<file path="src/rtl/core/rse_pkg.sv">
package rse_pkg;

  localparam int SYM_BITS    = 4;
  localparam int PARITY_SYMS = 6;
  localparam int DATA_SYMS   = 9;
  localparam int QUEUE_DEPTH = 2;
  localparam int QPTR_W      = $clog2(QUEUE_DEPTH);

  // x^4 + x + 1
  localparam logic [SYM_BITS:0] FIELD_POLY = 5'h13;

  typedef logic [SYM_BITS-1:0]                  sym_t;
  typedef logic [PARITY_SYMS-1:0][SYM_BITS-1:0] par_t;
  typedef logic [PARITY_SYMS:0][SYM_BITS-1:0]   gen_t;
  typedef logic [3:0]                           count_t;
  typedef logic [2:0]                           phase_t;

  // Output phase of one queued request: data echo, then parity 1..6
  localparam phase_t PH_DATA = 3'd0;
  localparam phase_t PH_LAST = 3'd6;

  // One queued request: the data symbol, whether it closes the codeword,
  // and the remainder snapshot taken after it was shifted in
  typedef struct packed {
    sym_t  sym;
    logic  last;
    par_t  parity;
  } entry_t;

  // GF(16) multiply, shift-and-add with reduction
  function automatic sym_t gf_mul(sym_t a, sym_t b);
    logic [SYM_BITS:0] acc_a;
    sym_t              r;
    acc_a = {1'b0, a};
    r     = '0;
    for (int s = 0; s < SYM_BITS; s++) begin
      if (b[s]) r ^= acc_a[SYM_BITS-1:0];
      acc_a = {acc_a[SYM_BITS-1:0], 1'b0};
      if (acc_a[SYM_BITS]) acc_a ^= FIELD_POLY;
    end
    return r;
  endfunction

  // Generator g(x) = (x + a^1)...(x + a^6); entry d is the x^d coefficient
  function automatic gen_t build_gen();
    gen_t g;
    sym_t root;
    g    = '0;
    g[0] = sym_t'(1);
    root = sym_t'(1);
    for (int r = 1; r <= PARITY_SYMS; r++) begin
      root = gf_mul(root, sym_t'(2));
      for (int d = r; d > 0; d--) begin
        g[d] = g[d-1] ^ gf_mul(g[d], root);
      end
      g[0] = gf_mul(g[0], root);
    end
    return g;
  endfunction

  localparam gen_t GEN = build_gen();

endpackage

</file>
<file path="src/rtl/core/rs_15_9_systematic_encoder.sv">
// Systematic RS(15,9) encoder over GF(16) (field x^4+x+1, roots alpha^1..alpha^6).
// Each accepted data symbol is echoed as a data result; after symbols_per_block
// symbols (0 acts as 1, above 9 as 9) the six parity symbols follow, highest
// degree first, the last with block_end. The input side takes one symbol per
// cycle while its two-entry request queue has room; the output register gives
// one result per cycle while out_stall is low, so a full codeword of 9 symbols
// gives 15 results and the sustained input rate is set by the output port. An
// accepted data symbol is written into the request queue and moves into the
// output register when the output side is free.
// symbols_per_block may be written at any time and takes effect from the next
// accepted symbol.
module rs_15_9_systematic_encoder (
  input  logic          clk,
  input  logic          rst,
  input  logic          in_valid,
  output logic          in_stall,
  input  rse_pkg::sym_t data_symbol,
  output logic          out_valid,
  input  logic          out_stall,
  output rse_pkg::sym_t code_symbol,
  output logic          is_parity,
  output logic          block_end,
  input  logic          cfg_valid,
  output logic          cfg_ready,
  input  logic [3:0]    symbols_per_block
);
  import rse_pkg::*;

  logic   push;
  logic   pop;
  logic   q_full;
  logic   q_nonempty;
  entry_t push_entry;
  entry_t pop_entry;

  // Accept, shift the remainder and tag codeword ends
  rse_front u_front (
    .clk               (clk),
    .rst               (rst),
    .in_valid          (in_valid),
    .in_stall          (in_stall),
    .data_symbol       (data_symbol),
    .cfg_valid         (cfg_valid),
    .cfg_ready         (cfg_ready),
    .symbols_per_block (symbols_per_block),
    .q_full            (q_full),
    .push              (push),
    .push_entry        (push_entry)
  );

  // Decouple the input side from the output side
  rse_queue u_queue (
    .clk        (clk),
    .rst        (rst),
    .push       (push),
    .push_entry (push_entry),
    .pop        (pop),
    .pop_entry  (pop_entry),
    .full       (q_full),
    .nonempty   (q_nonempty)
  );

  // Serialize each request into its results
  rse_back u_back (
    .clk         (clk),
    .rst         (rst),
    .q_valid     (q_nonempty),
    .q_entry     (pop_entry),
    .pop         (pop),
    .out_valid   (out_valid),
    .out_stall   (out_stall),
    .code_symbol (code_symbol),
    .is_parity   (is_parity),
    .block_end   (block_end)
  );

`ifndef NO_ASSERTIONS
  a_end_is_parity: assert property (@(posedge clk) disable iff (rst)
    out_valid && block_end |-> is_parity)
    else $error("block_end on a data result");

  a_parity_run: assert property (@(posedge clk) disable iff (rst)
    out_valid && !out_stall && is_parity && !block_end |=> out_valid && is_parity)
    else $error("parity run broken before its last symbol");

  a_after_end: assert property (@(posedge clk) disable iff (rst)
    out_valid && !out_stall && block_end |=> !(out_valid && is_parity))
    else $error("parity result right after a codeword end");

  a_queue_pop: assert property (@(posedge clk) disable iff (rst)
    pop |-> q_nonempty && !(push && q_full))
    else $error("request queue under- or overrun");
`endif

endmodule

</file>
<file path="src/rtl/core/rse_front.sv">
module rse_front (
  input  logic            clk,
  input  logic            rst,
  input  logic            in_valid,
  output logic            in_stall,
  input  rse_pkg::sym_t   data_symbol,
  input  logic            cfg_valid,
  output logic            cfg_ready,
  input  logic [3:0]      symbols_per_block,
  input  logic            q_full,
  output logic            push,
  output rse_pkg::entry_t push_entry
);
  import rse_pkg::*;

  localparam count_t MAX_LEN = count_t'(DATA_SYMS);

  count_t block_len;
  count_t count;
  count_t count_next;
  count_t limit;
  par_t   stages;
  par_t   stages_next;
  sym_t   fb;
  logic   last;

  // Configuration is always accepted
  assign cfg_ready = 1'b1;

  always_ff @(posedge clk) begin
    if (rst) begin
      block_len <= MAX_LEN;
    end else if (cfg_valid && cfg_ready) begin
      block_len <= symbols_per_block;
    end
  end

  // Clamp the block length into 1..DATA_SYMS
  always_comb begin
    if (block_len == '0) begin
      limit = count_t'(1);
    end else if (block_len > MAX_LEN) begin
      limit = MAX_LEN;
    end else begin
      limit = block_len;
    end
  end

  // Divide by g(x): one LFSR shift per data symbol
  assign fb = data_symbol ^ stages[PARITY_SYMS-1];

  always_comb begin
    stages_next[0] = gf_mul(GEN[0], fb);
    for (int d = 1; d < PARITY_SYMS; d++) begin
      stages_next[d] = stages[d-1] ^ gf_mul(GEN[d], fb);
    end
  end

  assign count_next = count + count_t'(1);
  assign last       = (count_next >= limit);

  // Hold off the source while the queue is full
  assign in_stall = q_full;
  assign push     = in_valid && !in_stall;

  assign push_entry.sym    = data_symbol;
  assign push_entry.last   = last;
  assign push_entry.parity = stages_next;

  // Advance the remainder; drop it at the end of each codeword
  always_ff @(posedge clk) begin
    if (rst) begin
      stages <= '0;
      count  <= '0;
    end else if (push) begin
      stages <= last ? '0 : stages_next;
      count  <= last ? '0 : count_next;
    end
  end

endmodule

</file>
<file path="src/rtl/core/rse_queue.sv">
module rse_queue (
  input  logic            clk,
  input  logic            rst,
  input  logic            push,
  input  rse_pkg::entry_t push_entry,
  input  logic            pop,
  output rse_pkg::entry_t pop_entry,
  output logic            full,
  output logic            nonempty
);
  import rse_pkg::*;

  entry_t            slots [QUEUE_DEPTH];
  logic [QPTR_W-1:0] wr_ptr;
  logic [QPTR_W-1:0] rd_ptr;
  logic [QPTR_W:0]   level;

  assign full      = (level == (QPTR_W+1)'(QUEUE_DEPTH));
  assign nonempty  = (level != '0);
  assign pop_entry = slots[rd_ptr];

  // Store a request at the write pointer
  always_ff @(posedge clk) begin
    if (push) begin
      slots[wr_ptr] <= push_entry;
    end
  end

  // Advance pointers and track occupancy
  always_ff @(posedge clk) begin
    if (rst) begin
      wr_ptr <= '0;
      rd_ptr <= '0;
      level  <= '0;
    end else begin
      if (push) wr_ptr <= wr_ptr + QPTR_W'(1);
      if (pop)  rd_ptr <= rd_ptr + QPTR_W'(1);
      if (push && !pop) begin
        level <= level + (QPTR_W+1)'(1);
      end else if (pop && !push) begin
        level <= level - (QPTR_W+1)'(1);
      end
    end
  end

endmodule

</file>
<file path="src/rtl/core/rse_back.sv">
module rse_back (
  input  logic            clk,
  input  logic            rst,
  input  logic            q_valid,
  input  rse_pkg::entry_t q_entry,
  output logic            pop,
  output logic            out_valid,
  input  logic            out_stall,
  output rse_pkg::sym_t   code_symbol,
  output logic            is_parity,
  output logic            block_end
);
  import rse_pkg::*;

  entry_t cur;
  logic   cur_valid;
  phase_t phase;
  phase_t par_sel;
  logic   fire;
  logic   done;

  assign fire = cur_valid && !out_stall;
  assign done = ((phase == PH_DATA) && !cur.last) || (phase == PH_LAST);
  assign pop  = q_valid && (!cur_valid || (fire && done));

  // Step through the echo and the parity run of the held request
  always_ff @(posedge clk) begin
    if (rst) begin
      cur_valid <= 1'b0;
      phase     <= PH_DATA;
    end else if (pop) begin
      cur_valid <= 1'b1;
      phase     <= PH_DATA;
    end else if (fire) begin
      if (done) begin
        cur_valid <= 1'b0;
      end else begin
        phase <= phase + phase_t'(1);
      end
    end
  end

  // Load the next request
  always_ff @(posedge clk) begin
    if (pop) begin
      cur <= q_entry;
    end
  end

  // Parity goes out highest degree first
  assign par_sel     = PH_LAST - phase;
  assign out_valid   = cur_valid;
  assign code_symbol = (phase == PH_DATA) ? cur.sym : cur.parity[par_sel];
  assign is_parity   = (phase != PH_DATA);
  assign block_end   = (phase == PH_LAST);

endmodule

</file>
<file path="config.mk">
export PLATFORM = sky130hd
export DESIGN_NAME = rs_15_9_systematic_encoder
export DESIGN_NICKNAME = d
export VERILOG_FILES = /design/src/rtl/core/rse_pkg.sv /design/src/rtl/core/rs_15_9_systematic_encoder.sv /design/src/rtl/core/rse_front.sv /design/src/rtl/core/rse_queue.sv /design/src/rtl/core/rse_back.sv
export SDC_FILE = /design/constraint.sdc
export NUM_CORES = 1
export LEC_CHECK = 0
export BUFFER_PORTS_ARGS = -buffer_cell sky130_fd_sc_hd__buf_2
export CORE_ASPECT_RATIO = 0.9
export CORE_MARGIN = 4
export CORE_UTILIZATION = 41
export DETAILED_ROUTE_END_ITERATION = 10
export PLACE_DENSITY = 0.66
export SLEW_MARGIN = 5
export SYNTH_ARGS = -nofsm -noshare
export SYNTH_HDL_FRONTEND = slang
export SYNTH_SLANG_ARGS = --single-unit
</file>
<file path="constraint.sdc">
create_clock -name clk -period 6.95 [get_ports clk]
set_clock_uncertainty 0.1 [all_clocks]
set_input_delay 0.3475 -clock clk [delete_from_list [all_inputs] [get_ports clk]]
set_output_delay 0.3475 -clock clk [all_outputs]
set_load 0.02 [all_outputs]
</file>
* After elaboration in Yosys (flattened, before gate mapping)
Memories as Yosys holds them, arrays and structs flattened. A register that Yosys moved wholly into a read port is not among the register bits. Cells that the tools add are included.
Word-level totals: register bits after elaboration 40, memory bits (writable) 58, bits of input ports 13, memories kept 1
Memory list:
- u_queue.slots | words 2, bits a word 29, rd ports 1, clocked after Yosys merged registers in 1, write ports 1, RTL line rse_queue.sv:13 | entry_t slots [QUEUE_DEPTH];
Cells by class: $add $sub $neg 7, order comparisons 3, equal/unequal tests 2, muxes and demuxes 34, bitwise logic cells 22, reductions and logical operators 25
Operators by type and width (count):
- $mux W4 | 17
- $mux W24 | 1
- $xor A4 B4 Y4 | 6
- $mux W3 | 5
- $not A3 Y3 | 5
- $bmux W4 S3 | 1
- $mux W2 | 4
- $not A4 Y4 | 2
- $reduce_bool A2 Y1 | 4
- $logic_and A1 B1 Y1 | 7
- $logic_not A1 Y1 | 6
- $mux W1 | 6
- $add A4 B1 Y4 const B | 1
- $ge A4 B4 Y1 | 1
- $gt A4 B4 Y1 const B | 1
- $logic_not A4 Y1 | 1
- $lt A3 B4 Y1 const B | 1
- $not A1 Y1 | 4
- $not A1 Y2 | 2
- $not A2 Y2 | 2
- $reduce_and A2 Y1 | 2
- $add A3 B1 Y3 const B | 1
- $eq A3 B3 Y1 const B | 1
- $logic_not A3 Y1 | 1
- 9 further kinds | 11

* Logic depth before layout (Yosys ltp)
Gate-level depths: netlist (run 1).
depth in word-level cells 10, depth in mapped cells 11, depth with buffers taken out 10

* By module
From an unflattened synthesis (run 1), not the netlist that was laid out.
Second synthesis, totals: cell total of the unflattened synthesis 401, area, all modules 5704.2 um^2
Modules (own cells, without submodules):
- rse_queue | times used 1, cells each 112, area each 2302.2 um^2, sequential area each 1841.8 um^2
- rse_front | times used 1, cells each 198, area each 1984.4 um^2, sequential area each 640.6 um^2
- rse_back | times used 1, cells each 91, area each 1417.6 um^2, sequential area each 950.9 um^2

* Worst setup path after synthesis (run 1)
Ideal clock, no wire load.
kind flip-flop to flip-flop, start register u_back.phase[0], end register u_queue.level[1], library setup time 70 ps, arrival time 3868 ps, data required time 6780 ps, setup slack 2911 ps, cell stages (with the launch flop) 11, buffers on the path 1, period minus slack after synthesis 4039 ps, cells stage by stage dfxtp_1 buf_2 inv_1 ha_1 or3b_1 a21o_1 a21oi_1 inv_1 ha_1 or3_1 a21oi_1
Between the ends: cells in the longest elaborated chain, start to end 9, elaborated cells on any way between the ends 12, classes of those cells 1 x eq/ne; 1 x mux; 10 x reduce/logical
Ends and longest elaborated chain:
- from (decl) | RTL line rse_back.sv:17 | phase_t phase;
- from (signal assigned) | RTL line rse_back.sv:38 | phase <= phase + phase_t'(1);
- $logic_not A3 Y1 | RTL line rse_back.sv:23 | assign done = ((phase == PH_DATA) && !cur.last) || (phase == PH_LAST);
- $logic_and A1 B1 Y1 | RTL line rse_back.sv:23
- $logic_or A1 B1 Y1 (*) | RTL line rse_back.sv:23
- $logic_and A1 B1 Y1 (*) | RTL line rse_back.sv:24 | assign pop = q_valid && (!cur_valid || (fire && done));
- $logic_or A1 B1 Y1 (*) | RTL line rse_back.sv:24
- $logic_and A1 B1 Y1 (*) | RTL line rse_back.sv:24
- via pop | RTL line rs_15_9_systematic_encoder.sv:30 | logic pop;
- $logic_not A1 Y1 | RTL line rse_queue.sv:38 | if (push && !pop) begin
- $logic_and A1 B1 Y1 | RTL line rse_queue.sv:38
- $mux W2 / $reduce_bool A2 Y1 (equally long branches)
- to (signal assigned) | RTL line rse_queue.sv:39 | level <= level + (QPTR_W+1)'(1);
- to (signal assigned) | RTL line rse_queue.sv:41 | level <= level - (QPTR_W+1)'(1);
- to (decl) | RTL line rse_queue.sv:16 | logic [QPTR_W:0] level;
The timed path passes the listed nets; every way through them passes the cells marked *. A chain may end at the register's enable or synchronous reset.

* Worst setup path in the final report (run 1)
start register u_back.phase[0], end output code_symbol[1]
Between the ends: cells in the longest elaborated chain, start to end 4, elaborated cells on any way between the ends 5, classes of those cells 1 x add/sub; 3 x mux; 1 x reduce/logical
Ends and longest elaborated chain:
- $sub A3 B3 Y3 | RTL line rse_back.sv:51 | assign par_sel = PH_LAST - phase;
- $bmux W4 S3 | RTL line rse_back.sv:53 | assign code_symbol = (phase == PH_DATA) ? cur.sym : cur.parity[par_sel];
- $mux W4 (implied by the code) | RTL line rse_back.sv:53
- $mux W4 (*) | RTL line rse_back.sv:53
- to (decl) | RTL line rs_15_9_systematic_encoder.sv:20 | output rse_pkg::sym_t code_symbol,
Mark *: on every way between the ends. The rest lies on a longest branch, timed or not. The select of a mux whose other input is x is not followed.

==> flow_summary_export.csv, run 1 <==
group,metric,value,unit
status,status,"finished clean",
synthesis,synth_most_common_cell,"edfxtp_1",
setup_path,reg2reg_depth,10,
pwr,ir_drop,196.8,uV
clock_network,clock-sinks,127,
synthesis,synth_commonest_cells,"edfxtp_1 (87), nor2_1 (44), dfxtp_1 (40)",
clock_network,numCtsBuffers,17,
die,coreArea,12690,um2
grt,overflow,0,
synthesis,post_synth_instance_area,5310,um2
pwr,power,3348,uW
setup_path,worst-r2r-setup-slack,3.91,ns
timing,tightest_slew,0.8985,ns
timing,tns,0,ns
placed_design,placed_area,5593,um2
routing,drc,0,
die,die_h,116.0,um
setup_path,path_delay_family,"flip-flops",
grt,grtUsageMet3,0.02903,
synthesis,synth_area_per_cell,14.71,um2
hold_path,holdPathEnd,"u_front.block_len[3]$_SDFFE_PP1P_",
clock_network,post_cts_buffers,0,
timing,hold_viol_final,0,
die,die_x,128.0,um
synthesis,yosys.cell_types.count,38,
routing,first_pass_iters,5,
timing,rsz0062_at_grt,"no",
timing,setup_violations,0,
routing,vias_per_cell,4.905,
setup_path,critPathArrivalTime,2.63,ns
synthesis,yosys.area.top_type,"edfxtp_1",
pwr,pwr_density_cell,540.5,nW/um2
die,initial_utilization,0.4185,
synthesis,synth_edf_count,87,
routing,postRouteAntennaNets,0,
grt,grt_use_met2,0.1909,
timing,relSlewSlack,0.3996,
hold_path,hold_depth,3,
cells_and_area,multi_input_area,1795,um2
die,rows,39,
setup_path,critPathRequiredTime,6.50,ns
clock_network,clk_pin_slew_worst_paths,0.06,ns
synthesis,syn_nets,383,
grt,gr-usage-met1,0.1855,
pwr,p_clk_frac,0.258,
grt,track_usage,0.1311,
clock_network,cts_tree,"built",
synthesis,synthCells,361,
cells_and_area,diodes,0,
pwr,leakage,0.002248,uW
setup_path,rr_endpoint,"u_queue.level[1]$_SDFFE_PP0P_",
grt,grt_pass1_vias,2748,
cells_and_area,syn2layout_area_growth,16.66,%
cells_and_area,nNetsFinal,411,
grt,antenna_found_initial,0,
clock_network,cts_max_level,4,
setup_path,criticalPathCategory,"flop to output port",
routing,wire_per_inst,15.64,um
routing,first_iter_violations,239,
setup_path,worstPathMaxFanout,10,
grt,grt_max_degree,33,
placed_design,place_hpwl,5.879,mm
setup_path,cpPeakStageDelay,0.66,ns
run,maxCapViolations,0,
synthesis,ys_seq_area_frac,0.6428,
cells_and_area,regArea,3413,um2
routing,wl,8.852,mm
synthesis,netlist.area_leader.share,0.4920,
synthesis,synth-async-reset-ratio,0,
synthesis,ys_ff_latch,127,
setup_path,cp-start-kind,"flop",
placed_design,io_buffer_count,20,
clock_network,clock_latency,0.40,ns
cells_and_area,fill_cells,1078,
grt,grt_first_pass_wirelength,14.57,mm
die,dieArea,14840,um2
clock_network,cts-root-buf,"clkbuf_16",
synthesis,netlist_top_cells_area,"edfxtp_1 (49%), dfxtp_1 (15%), mux2_2 (6.1%), xnor2_1 (4.3%), a22oi_1 (3.1%)",
placed_design,place_congestion,0.7590,
hold_path,hp-start,"symbols_per_block[3]",
clock_network,post_cts_resized,0,
synthesis,synth_flop_cell,"edfxtp_1",
setup_path,critPathBufInv,2,
routing,num_vias,2776,
pwr,switching_share,0.3105,
pwr,p_int,2309,uW
setup_path,critPathCaptureType,"output port",
setup_path,cp_cell_sequence,"inv_1 -> ha_1 -> mux4_2 -> a22oi_1 -> a21oi_1 -> buf_2",
cells_and_area,final_area,6195,um2
synthesis,yosys_warnings,0,
setup_path,r2r_start,"u_back.phase[0]$_SDFFE_PP0P_",
die,io_pins,22,
clock_network,clockBufferDepth,2,
pwr,power.sequential.fraction,0.413,
timing,fin_crit_sh,0.4424,
cells_and_area,drive_gt1_frac,0.2687,
pwr,p_switching,1040,uW
timing,holdWs,0.06974,ns
setup_path,cpMaxStageDelayCell,"dfxtp_1",
hold_path,hp-class,"input port to flop",
timing,max_freq,325.2,MHz
grt,grt_busiest_layer,"met2",
pwr,p_comb_frac,0.329,
timing,layout_min_cycle_time,3.075,ns
timing,slew_violations,0,
clock_network,holdBufCountCts,0,
==> worst register-to-register path, stage by stage, from the launching register on <==
cell     delay, ns
dfxtp_1       0.48
inv_1         0.20
ha_1          0.18
or3b_1        0.37
a21o_1        0.21
a21oi_2       0.13
buf_4         0.36
inv_1         0.09
ha_1          0.32
or3_1         0.38
a21oi_1       0.16
==> final cells by class <==
type,count,share of cell area
Sequential cell,127,0.5510
Multi-Input combinational cell,206,0.2898
Clock buffer,24,0.08524
Tap cell,164,0.03312
Timing Repair Buffer,24,0.02101
Clock inverter,8,0.01192
Inverter,13,0.007877
==> placed cells by master, fill, tap and decap left out, types with 2 or more instances in the layout <==
cell type	netlist	layout
a21oi_1	7	6
a22o_1	8	8
a22oi_1	22	22
buf_2	1	20
buf_4	1	4
clkbuf_16	0	19
clkbuf_8	0	3
clkinv_2	0	3
dfxtp_1	40	40
edfxtp_1	87	87
ha_1	9	9
inv_1	13	13
inv_4	0	2
mux2_2	29	29
mux2i_1	9	9
mux4_2	4	4
nand2_1	8	8
nand2b_1	3	3
nor2_1	44	42
nor2_2	0	2
o21a_1	2	2
o21ai_0	2	2
or3b_2	2	2
xnor2_1	26	26
xnor2_2	5	5
xnor2_4	6	6
xor2_1	6	6
==> power groups by stage <==
stage | clock network (uW) | registers, uW | logic [uW]
finish | 864 | 1380 | 1100
global route | 922 | 1410 | 1210
CTS | 881 | 1390 | 1110
detailed placement | 0 | 1400 | 1090
global placement | 0 | 1390 | 1080
floorplan | 0 | 1370 | 840
==> sequential cells by signal (all words and copies together) (netlist names) <==
signal             flops
u_front.count          4
u_queue.wr_ptr         1
u_queue.rd_ptr         1
u_queue.level          2
u_queue.slots         58
u_front.stages        24
u_back.phase           3
u_front.block_len      4
u_back.out_valid       1
u_back.cur            29
==> layer usage <==
metal	part of all wire	wire length, um	up-vias
met5	0	0	-
met4	0.020	173	0
met3	0.035	313	14
met2	0.46	4035	39
met1	0.49	4328	1353
li1	-	-	1370
==> how the worst max path moves through the flow <==
stage / from / to / slack (ns) / cells after the start
floorplan: u_back.phase[0]$_SDFFE_PP0P_ / u_queue.level[1]$_SDFFE_PP0P_ / 2.91 / 10
global placement: u_back.phase[0]$_SDFFE_PP0P_ / u_queue.level[1]$_SDFFE_PP0P_ / 3.99 / 10
detailed placement: u_back.phase[0]$_SDFFE_PP0P_ / u_queue.level[1]$_SDFFE_PP0P_ / 3.92 / 10
CTS: u_back.phase[0]$_SDFFE_PP0P_ / code_symbol[1] / 3.83 / 6
global route: u_back.phase[0]$_SDFFE_PP0P_ / code_symbol[0] / 3.67 / 6
finish: u_back.phase[0]$_SDFFE_PP0P_ / code_symbol[1] / 3.88 / 6
==> metrics by stage <==
| stage | utilization | std cells | worst slack, ns |
|---|---|---|---|
| after floorplan | - | 361 | 2.911 |
| final | 0.4883 | 566 | 3.875 |
| after global placement | 0.4408 | 534 | 3.990 |
| after global routing | 0.4883 | 566 | 3.669 |
| after CTS | 0.4883 | 566 | 3.830 |
| after detailed placement | 0.4408 | 534 | 3.919 |
==> logic make-up after synthesis <==
family | Yosys count | synth area share
and+or+nand+nor | 65 | 0.05443
DFF | 127 | 0.6428
xor gates and xnor gates | 44 | 0.1023
AOI/OAI and AO/OA | 45 | 0.06244
buffers and inverters | 28 | 0.02073
other | 1 | 0.0007062
muxes | 42 | 0.09543
adders and majority gates | 9 | 0.02121
Power figures use the tool's default switching activity.
==> run 2: changes to the inputs <==
--- a/config.mk
+++ b/config.mk
@@ -10,7 +10,7 @@
 export CORE_MARGIN = 4
 export CORE_UTILIZATION = 41
 export DETAILED_ROUTE_END_ITERATION = 10
-export PLACE_DENSITY = 0.66
+export PLACE_DENSITY = 0.68
 export SLEW_MARGIN = 5
 export SYNTH_ARGS = -nofsm -noshare
 export SYNTH_HDL_FRONTEND = slang
==> constraint.sdc (replaced) <==
create_clock -name clk -period 2.5 [get_ports clk]
set_clock_uncertainty 0.1 [all_clocks]
set_input_delay 0.125 -clock clk [delete_from_list [all_inputs] [get_ports clk]]
set_output_delay 0.125 -clock clk [all_outputs]
set_load 0.02 [all_outputs]
==> flow_summary_export.csv, run 2 (same netlist as run 1, synthesis figures left out) <==
group,metric,value,unit
setup_path,cpMaxStageDelayCell,"or3b_4",
die,rows,39,
cells_and_area,drive_gt1_frac,0.3047,
routing,wire_per_inst,17.44,um
cells_and_area,final_cell_mix,"edfxtp_1 (87), nor2_1 (41), dfxtp_1 (36)",
die,dieArea,14840,um2
timing,max_freq,413.1,MHz
clock_network,cts-root-buf,"clkbuf_16",
cells_and_area,mostFrequentLayoutCell,"edfxtp_1",
die,die_x,128.0,um
clock_network,clk_pin_slew_worst_paths,0.06,ns
routing,first_pass_iters,5,
routing,wl,10.36,mm
cells_and_area,largest_reg_flops,58,
setup_path,cp_cell_sequence,"o21ai_1 -> or3b_4 -> ha_4 -> nand2b_4 -> a2111oi_4 -> nor2_2 -> buf_6 -> nor3_4 -> buf_6 -> a22o_1",
hold_path,hp-class,"input port to flop",
setup_path,cp-start-kind,"flop",
clock_network,clock-sinks,127,
setup_path,path_common_cell,"buf_6",
setup_path,critPathBufInv,2,
grt,grt_pass1_vias,3034,
cells_and_area,fin_util,0.5173,
cells_and_area,top_register,"u_queue.slots",
timing,setup_violations,0,
placed_design,place_hpwl,6.085,mm
routing,vias_per_cell,4.968,
grt,grt_max_degree,32,
timing,layout_min_cycle_time,2.420,ns
grt,antenna_found_initial,0,
setup_path,critPathArrivalTime,2.66,ns
cells_and_area,diodes,0,
timing,tightest_slew,0.6114,ns
pwr,ir_drop,706.9,uV
setup_path,timing.critical_path.from,"u_front.block_len[2]$_SDFFE_PP0P_",
placed_design,place_ws,-0.09751,ns
setup_path,cpPeakStageDelay,0.39,ns
grt,track_usage,0.1490,
cells_and_area,syn2layout_area_growth,23.59,%
die,initial_utilization,0.4185,
routing,postRouteAntennaNets,0,
die,die_h,116.0,um
grt,grt_first_pass_wirelength,16.42,mm
timing,slew_violations,0,
placed_design,io_buffer_count,20,
setup_path,worstPathMaxFanout,8,
routing,first_iter_violations,191,
timing,rsz0062_at_grt,"yes",
setup_path,critPathRequiredTime,2.74,ns
setup_path,r2r_start,"u_front.block_len[2]$_SDFFE_PP0P_",
pwr,leakage,0.002380,uW
clock_network,clockBufferDepth,2,
clock_network,clock_latency,0.41,ns
pwr,power,9576,uW
die,io_pins,22,
status,status,"finished clean",
cells_and_area,nNetsFinal,439,
grt,overflow,0,
clock_network,cts_max_level,4,
clock_network,cts_tree,"built",
timing,hold_viol_final,0,
run,maxCapViolations,0,
timing,relSlewSlack,0.5909,
setup_path,path_delay_family,"simple AND/OR/NAND/NOR gates",
placed_design,place_congestion,0.7914,
timing,fin_crit_sh,0.9682,
pwr,pwr_density_cell,1459,nW/um2
routing,num_vias,2951,
die,coreArea,12690,um2
timing,timing.final.ws_setup,0.07953,ns
setup_path,criticalPathCategory,"flop to flop",
routing,drc,0,
hold_path,hp-start,"in_valid",
clock_network,numCtsBuffers,17,
cells_and_area,top_regs,"u_queue.slots (58), u_back.cur (29), u_front.stages (24)",
setup_path,critPathCaptureType,"flop",
==> run 2: worst paths after layout <==
kind	slack, ns	cells past startpoint	to
setup / recovery	0.08	10	u_front.stages[7]$_SDFFE_PP0P_
hold / removal	0.04	5	u_queue.wr_ptr$_SDFFE_PP0P_
setup reg to reg	0.08	10	u_front.stages[7]$_SDFFE_PP0P_
hold reg to reg	0.41	1	u_front.stages[5]$_SDFFE_PP0P_
==> run 2: power breakdown <==
part / leakage, uW / switching (uW) / internal (uW)
clock network: 0.000282 / 911 / 1600
registers: 0.00115 / 319 / 3530
logic: 0.000952 / 1800 / 1410
==> run 2: layer usage <==
layer | up-vias | global-route usage | part of all wire
met5 | - | 0 | 0
met4 | 0 | 0.07001 | 0.017
met3 | 15 | 0.03641 | 0.041
met2 | 56 | 0.2418 | 0.49
met1 | 1458 | 0.1894 | 0.45
li1 | 1422 | - | -
==> run 2: per-stage QoR <==
stage	instance area, um2	cells	TNS [ns]	hold WS, ns
final	6563	594	0	0.04111
after global routing	6563	594	-0.05893	0.06597
after CTS	6528	594	0	0.03168
after detailed placement	5727	545	-0.3849	0.2507
after global placement	5727	545	-0.02531	0.2375
after floorplan	5365	361	-0.3424	0.1239
==> run 2: area by class of cell <==
type | instances | area, um2
multi-input cells | 206 | 1876
flip-flops and latches | 127 | 3418
clock inverters | 13 | 163.9
clock buffers | 19 | 442.9
repair buffers | 52 | 402.9
fillers | 1030 | 6125
inverters | 13 | 53.80
well taps | 164 | 205.2
==> run 2: repair_timing <==
| item | CTS | global route |
|---|---|---|
| setup buffers | 0 | 0 |
| pin swaps | 4 | 6 |
| gates resized for setup | 5 | 9 |
| hold endpoints to repair | 17 | 0 |
| gates cloned | 0 | 0 |
| hold buffers | 17 | 0 |
| setup endpoints to repair | 17 | 28 |
==> run 2: tightest hold or removal path: stages <==
cell,delay (ns)
buf_2,0.07
nand2_1,0.08
nor2_2,0.11
nor2_1,0.05
nor2_1,0.07
